`src/rtl/core/zero_suppress_bunch_builder_assert.svh`:
```
// Assertion macros shared by the bunch builder RTL.
// Define NO_ASSERTIONS to compile every check away; no other dependencies.
`ifndef ZERO_SUPPRESS_BUNCH_BUILDER_ASSERT_SVH
`define ZERO_SUPPRESS_BUNCH_BUILDER_ASSERT_SVH

`ifndef NO_ASSERTIONS

// Clocked check, disabled while reset is high.
`define ZSBB_ASSERT(LABEL, CLK, RST, PROP, MSG) \
  LABEL: assert property (@(posedge CLK) disable iff (RST) PROP) else $error(MSG);

// Clocked check that also holds during reset.
`define ZSBB_ASSERT_ALWAYS(LABEL, CLK, PROP, MSG) \
  LABEL: assert property (@(posedge CLK) PROP) else $error(MSG);

`else

`define ZSBB_ASSERT(LABEL, CLK, RST, PROP, MSG)
`define ZSBB_ASSERT_ALWAYS(LABEL, CLK, PROP, MSG)

`endif

`endif

```
`src/rtl/core/zsbb_pkg.sv`:
```
// Shared types and constants of the zero-suppression bunch builder.
// Used by the controller, the datapath and the top level; no dependencies.
package zsbb_pkg;

  localparam int unsigned ADC_W        = 16;
  localparam int unsigned WORD_W       = 15;
  localparam int unsigned RATIO_W      = 16;
  localparam int unsigned CFG_IDX_W    = 3;
  localparam int unsigned CFG_DATA_W   = 16;
  localparam int unsigned PROD_W       = 31;
  localparam int unsigned HEADER_WORDS = 2;

  // Configuration register indexes
  localparam logic [CFG_IDX_W-1:0] REG_ZS_THRESHOLD   = 3'd0;
  localparam logic [CFG_IDX_W-1:0] REG_OVERFLOW_LIMIT = 3'd1;
  localparam logic [CFG_IDX_W-1:0] REG_LOW_GAIN_MODE  = 3'd2;
  localparam logic [CFG_IDX_W-1:0] REG_GAIN_RATIO_Q8  = 3'd3;
  localparam logic [CFG_IDX_W-1:0] REG_INV_RATIO_Q16  = 3'd4;

  // Reset values of the configuration registers
  localparam logic [WORD_W-1:0]  RST_OVERFLOW_LIMIT = 15'd1023;
  localparam logic [RATIO_W-1:0] RST_GAIN_RATIO_Q8  = 16'd4096;
  localparam logic [RATIO_W-1:0] RST_INV_RATIO_Q16  = 16'd4096;

  typedef enum logic [1:0] {
    KIND_LEN   = 2'd0,
    KIND_START = 2'd1,
    KIND_ADC   = 2'd2
  } word_kind_t;

  typedef enum logic [4:0] {
    ST_IDLE       = 5'b00001,
    ST_DECIDE     = 5'b00010,
    ST_EMIT_LEN   = 5'b00100,
    ST_EMIT_START = 5'b01000,
    ST_EMIT_DATA  = 5'b10000
  } state_t;

  typedef struct packed {
    logic capture;
    logic decide;
    logic load_len;
    logic load_start;
    logic load_data;
  } zsbb_cmd_t;

  typedef struct packed {
    logic emit;
    logic out_free;
    logic last_data;
  } zsbb_status_t;

endpackage

```
`src/rtl/core/zsbb_ctrl.sv`:
```
// Sequencer of the bunch builder: accept, decide, then emit header and data for a closed bunch.
// Depends on zsbb_pkg and the assertion macro header.
`include "zero_suppress_bunch_builder_assert.svh"

module zsbb_ctrl
  import zsbb_pkg::*;
(
  input  logic         clk,
  input  logic         rst,
  input  logic         in_valid,
  output logic         in_ready,
  input  zsbb_status_t status,
  output zsbb_cmd_t    cmd
);

  state_t state;
  state_t state_next;

  assign in_ready = (state == ST_IDLE);

  always_comb begin
    cmd            = '0;
    cmd.capture    = in_valid && (state == ST_IDLE);
    cmd.decide     = (state == ST_DECIDE);
    cmd.load_len   = (state == ST_EMIT_LEN) && status.out_free;
    cmd.load_start = (state == ST_EMIT_START) && status.out_free;
    cmd.load_data  = (state == ST_EMIT_DATA) && status.out_free;
  end

  always_comb begin
    state_next = state;
    unique case (state)
      ST_IDLE: begin
        if (in_valid) state_next = ST_DECIDE;
      end
      ST_DECIDE: begin
        state_next = status.emit ? ST_EMIT_LEN : ST_IDLE;
      end
      ST_EMIT_LEN: begin
        if (status.out_free) state_next = ST_EMIT_START;
      end
      ST_EMIT_START: begin
        if (status.out_free) state_next = ST_EMIT_DATA;
      end
      ST_EMIT_DATA: begin
        if (status.out_free && status.last_data) state_next = ST_IDLE;
      end
      default: state_next = ST_IDLE;
    endcase
  end

  always_ff @(posedge clk) begin
    if (rst) begin
      state <= ST_IDLE;
    end else begin
      state <= state_next;
    end
  end

  `ZSBB_ASSERT(a_capture_then_decide, clk, rst, cmd.capture |=> (state == ST_DECIDE), "capture not followed by decide")
  `ZSBB_ASSERT(a_last_word_frees_input, clk, rst, (cmd.load_data && status.last_data) |=> in_ready, "input not released after last data word")

endmodule

```
`src/rtl/core/zsbb_datapath.sv`:
```
// Datapath of the bunch builder: config registers, scaling, bunch store, output register.
// Depends on zsbb_pkg and the assertion macro header.
`include "zero_suppress_bunch_builder_assert.svh"

module zsbb_datapath
  import zsbb_pkg::*;
#(
  parameter int unsigned SAMPLES = 62
) (
  input  logic                    clk,
  input  logic                    rst,
  input  logic                    cfg_valid,
  input  logic [CFG_IDX_W-1:0]    cfg_index,
  input  logic [CFG_DATA_W-1:0]   cfg_data,
  input  logic signed [ADC_W-1:0] sample,
  input  logic                    final_sample,
  input  logic                    out_ready,
  output logic                    out_valid,
  output logic [WORD_W-1:0]       word,
  output logic [1:0]              word_kind,
  output logic                    bunch_end,
  input  zsbb_cmd_t               cmd,
  output zsbb_status_t            status
);

  localparam int unsigned AW = $clog2(SAMPLES);
  localparam int unsigned LW = $clog2(SAMPLES + 1);
  localparam int unsigned TW = $clog2(SAMPLES);

  // Configuration
  logic [WORD_W-1:0]  zs_threshold;
  logic [WORD_W-1:0]  overflow_limit;
  logic               low_gain_mode;
  logic [RATIO_W-1:0] gain_ratio_q8;
  logic [RATIO_W-1:0] inv_ratio_q16;

  // Captured item and products
  logic signed [ADC_W-1:0] samp;
  logic                    fin;
  logic [PROD_W-1:0]       prod_thr;
  logic [PROD_W-1:0]       prod_val;

  // Bunch state
  logic [TW-1:0]     time_index;
  logic [LW-1:0]     len;
  logic [LW-1:0]     start_time;
  logic [WORD_W-1:0] mem [SAMPLES];
  logic [WORD_W-1:0] rd_data;
  logic [AW-1:0]     idx;
  logic [AW-1:0]     idx_next;

  // Decide stage
  logic              keep_hi;
  logic              keep_lo;
  logic              keep;
  logic [WORD_W-1:0] raw_val;
  logic [WORD_W-1:0] value;
  logic              ending;
  logic [LW-1:0]     t_plus;
  logic [LW-1:0]     start_val;
  logic              mem_we;
  logic              last_data;
  logic              out_free;

  always_ff @(posedge clk) begin
    if (rst) begin
      zs_threshold   <= '0;
      overflow_limit <= RST_OVERFLOW_LIMIT;
      low_gain_mode  <= 1'b0;
      gain_ratio_q8  <= RST_GAIN_RATIO_Q8;
      inv_ratio_q16  <= RST_INV_RATIO_Q16;
    end else if (cfg_valid) begin
      unique case (cfg_index)
        REG_ZS_THRESHOLD:   zs_threshold   <= cfg_data[WORD_W-1:0];
        REG_OVERFLOW_LIMIT: overflow_limit <= cfg_data[WORD_W-1:0];
        REG_LOW_GAIN_MODE:  low_gain_mode  <= cfg_data[0];
        REG_GAIN_RATIO_Q8:  gain_ratio_q8  <= cfg_data;
        REG_INV_RATIO_Q16:  inv_ratio_q16  <= cfg_data;
        default: ;
      endcase
    end
  end

  // Register the sample together with both products
  always_ff @(posedge clk) begin
    if (cmd.capture) begin
      samp     <= sample;
      fin      <= final_sample;
      prod_thr <= PROD_W'(zs_threshold) * PROD_W'(gain_ratio_q8);
      prod_val <= PROD_W'(sample[WORD_W-1:0]) * PROD_W'(inv_ratio_q16);
    end
  end

  always_comb begin
    keep_hi   = !samp[ADC_W-1] && (samp[WORD_W-1:0] > zs_threshold);
    keep_lo   = !samp[ADC_W-1] && (samp[WORD_W-1:0] != '0)
                && ({8'b0, samp[WORD_W-1:0], 8'b0} > prod_thr);
    keep      = low_gain_mode ? keep_lo : keep_hi;
    raw_val   = low_gain_mode ? prod_val[PROD_W-1:RATIO_W] : samp[WORD_W-1:0];
    value     = (raw_val > overflow_limit) ? overflow_limit : raw_val;
    ending    = fin || (time_index == '0);
    t_plus    = LW'(time_index) + LW'(1);
    start_val = keep ? '0 : (ending ? LW'(1) : t_plus);
    mem_we    = cmd.decide && keep && (len < LW'(SAMPLES));
    last_data = ((LW'(idx) + LW'(1)) == len);
    out_free  = !out_valid || out_ready;
  end

  always_comb begin
    status           = '0;
    status.emit      = keep ? ending : (len != '0);
    status.out_free  = out_free;
    status.last_data = last_data;
  end

  always_ff @(posedge clk) begin
    if (rst) begin
      time_index <= TW'(SAMPLES - 1);
      len        <= '0;
    end else if (cmd.decide) begin
      time_index <= ending ? TW'(SAMPLES - 1) : time_index - TW'(1);
      if (mem_we) len <= len + LW'(1);
    end else if (cmd.load_data && last_data) begin
      len <= '0;
    end
  end

  always_ff @(posedge clk) begin
    if (cmd.decide) start_time <= start_val;
  end

  // Read address runs one step ahead so rd_data always matches idx
  always_comb begin
    idx_next = idx;
    if (cmd.decide) begin
      idx_next = '0;
    end else if (cmd.load_data && !last_data) begin
      idx_next = idx + AW'(1);
    end
  end

  always_ff @(posedge clk) begin
    if (rst) begin
      idx <= '0;
    end else begin
      idx <= idx_next;
    end
  end

  always_ff @(posedge clk) begin
    if (mem_we) mem[len[AW-1:0]] <= value;
    rd_data <= mem[idx_next];
  end

  always_ff @(posedge clk) begin
    if (rst) begin
      out_valid <= 1'b0;
    end else if (cmd.load_len || cmd.load_start || cmd.load_data) begin
      out_valid <= 1'b1;
    end else if (out_ready) begin
      out_valid <= 1'b0;
    end
  end

  always_ff @(posedge clk) begin
    if (cmd.load_len) begin
      word      <= WORD_W'(len) + WORD_W'(HEADER_WORDS);
      word_kind <= KIND_LEN;
      bunch_end <= 1'b0;
    end else if (cmd.load_start) begin
      word      <= WORD_W'(start_time);
      word_kind <= KIND_START;
      bunch_end <= 1'b0;
    end else if (cmd.load_data) begin
      word      <= rd_data;
      word_kind <= KIND_ADC;
      bunch_end <= last_data;
    end
  end

  `ZSBB_ASSERT(a_len_bound, clk, rst, len <= LW'(SAMPLES), "bunch length beyond store depth")
  `ZSBB_ASSERT(a_len_word_min, clk, rst, (out_valid && (word_kind == KIND_LEN)) |-> (word > WORD_W'(HEADER_WORDS)), "length word for an empty bunch")
  `ZSBB_ASSERT(a_end_on_adc, clk, rst, (out_valid && bunch_end) |-> (word_kind == KIND_ADC), "bunch end flag on a header word")

endmodule

```
`src/rtl/core/zero_suppress_bunch_builder.sv`:
```
// Zero-suppression bunch builder: top level joining controller and datapath.
// Timing: an item is decided in the cycle after acceptance; the first word of a bunch
//   loads the output register from the emit-length state, once that register is free.
// Flow: one item at a time through the capture/decide sequence; an item that closes
//   a bunch of n samples emits n + 2 words through the output register before the next.
// Reset (rst, synchronous, active high): idle, registers at defaults, empty bunch.
module zero_suppress_bunch_builder
  import zsbb_pkg::*;
#(
  parameter int unsigned SAMPLES = 62
) (
  input  logic                    clk,
  input  logic                    rst,

  // Configuration write channel
  input  logic                    cfg_valid,
  output logic                    cfg_ready,
  input  logic [CFG_IDX_W-1:0]    cfg_index,
  input  logic [CFG_DATA_W-1:0]   cfg_data,

  // Sample channel, latest time first
  input  logic                    in_valid,
  output logic                    in_ready,
  input  logic signed [ADC_W-1:0] sample,
  input  logic                    final_sample,

  // Result word channel
  output logic                    out_valid,
  input  logic                    out_ready,
  output logic [WORD_W-1:0]       word,
  output logic [1:0]              word_kind,
  output logic                    bunch_end
);

  zsbb_cmd_t    cmd;
  zsbb_status_t status;

  // Configuration must only be written while idle (the block does not enforce this), so take every transaction at once.
  assign cfg_ready = 1'b1;

  // Controller: one-hot sequencer. Accept a sample in idle, decide keep/close in the
  // next cycle, then, if a bunch closes, walk its length word, start time and stored values.
  // It holds input ready low until the last word of a bunch sits in the output register.
  zsbb_ctrl u_ctrl (
    .clk      (clk),
    .rst      (rst),
    .in_valid (in_valid),
    .in_ready (in_ready),
    .status   (status),
    .cmd      (cmd)
  );

  // Datapath: the threshold and scaling products are registered at acceptance; the
  // decide cycle compares, clamps and appends to the bunch store (one write port, one
  // registered read port). The output register parts the result channel from the
  // sequencer, so a waiting word never blocks the next sample once the bunch is out.
  zsbb_datapath #(
    .SAMPLES (SAMPLES)
  ) u_dp (
    .clk          (clk),
    .rst          (rst),
    .cfg_valid    (cfg_valid),
    .cfg_index    (cfg_index),
    .cfg_data     (cfg_data),
    .sample       (sample),
    .final_sample (final_sample),
    .out_ready    (out_ready),
    .out_valid    (out_valid),
    .word         (word),
    .word_kind    (word_kind),
    .bunch_end    (bunch_end),
    .cmd          (cmd),
    .status       (status)
  );

endmodule
```
`config.mk`:
```
export PLATFORM = sky130hd
export DESIGN_NAME = zero_suppress_bunch_builder
export DESIGN_NICKNAME = d
export VERILOG_FILES = /design/src/rtl/core/zsbb_pkg.sv /design/src/rtl/core/zsbb_ctrl.sv /design/src/rtl/core/zsbb_datapath.sv /design/src/rtl/core/zero_suppress_bunch_builder.sv
export VERILOG_INCLUDE_DIRS = /design/src /design/src/rtl/core
export SDC_FILE = /design/constraint.sdc
export NUM_CORES = 2
export LEC_CHECK = 0
export BUFFER_PORTS_ARGS = -buffer_cell sky130_fd_sc_hd__buf_2
export CAP_MARGIN = 20
export CORE_UTILIZATION = 58
export DETAILED_ROUTE_END_ITERATION = 8
export PLACE_DENSITY = 0.77
export SKIP_LAST_GASP = 1
export SLEW_MARGIN = 20
export SYNTH_ARGS = -nofsm -noshare
export SYNTH_HDL_FRONTEND = slang
export SYNTH_HIERARCHICAL = 1
export SYNTH_SLANG_ARGS = --single-unit
```
`constraint.sdc`:
```
create_clock -name clk -period 8.1 [get_ports clk]
set_input_delay 2.43 -clock clk [delete_from_list [all_inputs] [get_ports clk]]
set_output_delay 2.43 -clock clk [all_outputs]
set_load 0.05 [all_outputs]
```
==> metrics.cfg <==
[clocking]
cts_num_sinks = 1119
cts_max_path_buffers = 3
clk_pin_slew_worst_paths_ns = 0.06
cts_buffers = 109
h_tree_levels = 3
tritoncts = built
ctsRootBufferMaster = sky130_fd_sc_hd__clkbuf_16
clkLatencyLatePin_ns = 0.73

[critical_path]
critical_path_peak_fanout = 5
critPathMostFrequentCell = sky130_fd_sc_hd__fa_1
worst_setup_path_start_kind = input pin
crit_family = adder cells
arrival_ns = 8.29
timing.critical_path.to_type = register
crit_buf_inv = 5
critPathKind = input pin to register
worstPathCellList = buf_2, and2_4, fa_1, inv_1, fa_1, inv_1, fa_1, fa_1, fa_1, inv_1, fa_1, inv_1, ha_4, a21o_1, a21oi_2, o21ai_1, a31oi_2, a311oi_2, nor2_2, nor2_2, a311o_1, or3_4, and2_1, xor2_1
crit_path_top_delay_cell = sky130_fd_sc_hd__fa_1
required_ns = 8.50
max_stage_delay_ns = 0.53

[synth]
async_reset_ff_share_pct = 0
synth.net_count = 4880
ys_seq_elements = 1119
count_of_different_cell_masters_after_synthesis = 72
synth-warning-count = 6
synth_cells = 4238
summed_instance_area_of_the_synthesized_netlist_um2 = 59600
count_of_flip_flops_with_a_built_in_enable_after_synthesis = 1014
synth-main-ff-cell = sky130_fd_sc_hd__edfxtp_1
yosysSeqAreaShare_pct = 54.6
synth.avg_cell_area_um2 = 14.1

[detailed_routing]
route.detailed.drc = 0
dr.first_iter.drc_count = 3772
viasPerCell = 6.09
antenna_left = 0
drt-pass1-iter-count = 5
routed_wirelength_um = 142000
vias = 35500
avgRoutedWirePerCell_um = 24.5

[timing]
achievable-frequency_mhz = 127
worstMarginPinSlew_ns = 1.16
finalClockSkew_ns = 0.0846
timing.slew.headroom_pct = 22.9
timing_hold_violations_final = 0
fin_crit_ns = 7.89
final-max-slew-violation-count = 0
setup_viol_count_final = 0
share_of_the_cycle_needed_by_the_critical_path_after_routing_pct = 97.5

[final_layout]
post-route-cell-area_um2 = 66100
layout.nets = 5004
post_route_cells_drive_above_1_share_pct = 16.4
ff_latch_area_um2 = 32600
layout-area-overhead-vs-synth_pct = 10.8
nFillCells = 7084
post_layout_nonfiller_instances = 5824
multi_input_area_um2 = 24900

[placement]
gpl.final_weighted_congestion = 0.877
detailed_place_hpwl_um = 93700
place_inst = 5615
placed_cell_area_um2 = 62400
io_buffer_count = 60

[grt]
grt_pass1_vias = 35800
grt.total_usage_pct = 27.9
maximum_number_of_pins_on_one_net_before_global_route_repair = 76
global_route_wire_length_before_repair_um = 217000
grt-ovfl-total = 0
initial_antenna_violation_count = 3

[floorplanning]
die_area_um2 = 104000
floorplan.die.height_um = 323
design.portCount = 62
floorplan.core_area_um2 = 102000
start_util_pct = 58.5
dieWidth_um = 323
floorplan.rows = 117

[outcome]
status = completed

[worst_hold_path]
min-delay-path-class = register to register

[pwr]
power_density_nw_per_um2 = 185
ir_drop_mv = 0.189
total_leakage_power_nw = 24.9
post-layout-total-power_mw = 12.2

[run]
max_cap_violations = 0

[power by group]
part / switching [mW] / internal, mW
logic: 0.467 / 0.210
clock network: 2.22 / 2.79
registers: 0.0537 / 6.44
total: 2.75 / 9.44
[flip-flops by register name (all words and copies together), names as in the netlist]
signal               count
u_dp/fin                 1
u_dp/zs_threshold       15
u_dp/samp               16
u_dp/low_gain_mode       1
u_dp/bunch_end           1
u_dp/word               15
u_dp/prod_val           15
u_dp/mem               930
u_dp/inv_ratio_q16      16
u_ctrl/state             5
u_dp/time_index          6
u_dp/idx                 6
u_dp/start_time          6
u_dp/rd_data            15
u_dp/prod_thr           31
u_dp/out_valid           1
u_dp/len                 6
u_dp/word_kind           2
u_dp/overflow_limit     15
u_dp/gain_ratio_q8      16
[synth_stat cells (all sizes together) (34+ instances only)]
cell	count	area share (%)
clkbuf	144	0.91
nor2	96	0.63
nand2	459	2.9
inv	467	2.9
and2	302	3.2
o21ai	56	0.48
edfxtp	1014	51
nor3	57	0.50
mux4	221	8.3
a21o	34	0.43
dfxtp	105	3.5
ha	242	5.1
fa	359	12
nor4	41	0.43
xnor2	39	0.57
buf	66	0.68
nand3	77	0.65
mux2i	68	1.1
a21oi	136	1.1
[cells by family after synthesis]
family	Yosys count	share of synthesized area [%]
AND/OR/NAND/NOR	1135	9.45
buffers and inverters	677	4.53
AO/OA/AOI/OAI	327	3.37
multiplexers	320	10.1
flip-flops	1119	54.6
XOR/XNOR	58	0.852
adder cells (fa/ha/maj)	601	17.1
other	1	0.00629
[what timing repair did]
action	in CTS	in global routing
gates resized for setup	0	11
setup endpoints to repair	0	2
setup buffers	0	3
hold buffers	0	0
[layout by cell type, fill, tap and decap left out, types with 48 or more instances in the layout]
master and n:
sky130_fd_sc_hd__edfxtp_1 1014, sky130_fd_sc_hd__inv_1 467, sky130_fd_sc_hd__nand2_1 457, sky130_fd_sc_hd__fa_1 357, sky130_fd_sc_hd__and2_1 300, sky130_fd_sc_hd__ha_1 241, sky130_fd_sc_hd__mux4_2 221, sky130_fd_sc_hd__buf_4 155
sky130_fd_sc_hd__a21oi_1 135, sky130_fd_sc_hd__clkbuf_16 112, sky130_fd_sc_hd__dfxtp_1 104, sky130_fd_sc_hd__nor2_1 90, sky130_fd_sc_hd__nand3_1 76, sky130_fd_sc_hd__mux2i_1 66, sky130_fd_sc_hd__buf_2 60, sky130_fd_sc_hd__o21ai_0 48
[metal layers]
layer | up-vias | wire length, um | global-route usage, %
li1 | 15200 | - | -
met1 | 18100 | 56100 | 39.8
met2 | 1826 | 66800 | 43.4
met3 | 287 | 14900 | 5.81
met4 | 0 | 4640 | 9.04
met5 | - | 0 | 0
[layout make-up]
type                    instances  share of cell area (%)
well taps                    1368                    2.59
repair buffers                223                    2.45
multi-input cells            2442                    37.6
inverters                     467                    2.65
flip-flops and latches       1119                    49.3
clock buffers                 136                    4.39
diodes                          2                 0.00758
clock inverters                67                    1.00
[path summary, 6_finish.rpt]
path	cells after the start	slack (ns)	from	to
max	24	0.21	sample[0]	u_dp/prod_val[29]$_DFFE_PP_
min reg2reg	1	0.46	u_dp/word_kind[1]$_SDFFE_PP0P_	u_dp/word_kind[1]$_SDFFE_PP0P_
min	1	0.46	u_dp/word_kind[1]$_SDFFE_PP0P_	u_dp/word_kind[1]$_SDFFE_PP0P_
max reg2reg	21	1.09	u_dp/zs_threshold[9]$_SDFFE_PP0P_	u_dp/prod_thr[30]$_DFFE_PP_
[worst reg2reg max path, stage by stage (launching register included)]
cell and delay (ns):
sky130_fd_sc_hd__dfxtp_1 0.91, sky130_fd_sc_hd__nand2_1 0.21, sky130_fd_sc_hd__fa_1 0.49, sky130_fd_sc_hd__fa_1 0.47
sky130_fd_sc_hd__fa_1 0.58, sky130_fd_sc_hd__inv_1 0.06, sky130_fd_sc_hd__fa_1 0.45, sky130_fd_sc_hd__fa_1 0.52
sky130_fd_sc_hd__inv_1 0.06, sky130_fd_sc_hd__fa_1 0.47, sky130_fd_sc_hd__inv_1 0.04, sky130_fd_sc_hd__ha_1 0.33
sky130_fd_sc_hd__and3_1 0.19, sky130_fd_sc_hd__nand3_1 0.08, sky130_fd_sc_hd__a211oi_1 0.41, sky130_fd_sc_hd__o21ai_0 0.25
sky130_fd_sc_hd__a311oi_1 0.41, sky130_fd_sc_hd__nor2_1 0.15, sky130_fd_sc_hd__nor4b_1 0.32, sky130_fd_sc_hd__o31a_1 0.17
sky130_fd_sc_hd__nor2_1 0.05, sky130_fd_sc_hd__xnor2_1 0.13
[through the flow]
step | util [%] | setup slack, ns | setup TNS, ns | hold slack (ns)
after floorplan | - | 0.00498 | 0 | 0.468
after global placement | 61.2 | -0.334 | -0.919 | 0.444
after detailed placement | 61.2 | -0.540 | -1.95 | 0.450
after CTS | 64.7 | 0.149 | 0 | 0.464
after global routing | 64.8 | -0.00567 | -0.00567 | 0.500
final | 64.8 | 0.206 | 0 | 0.465
No activity file was read; power rests on OpenSTA's default activity.
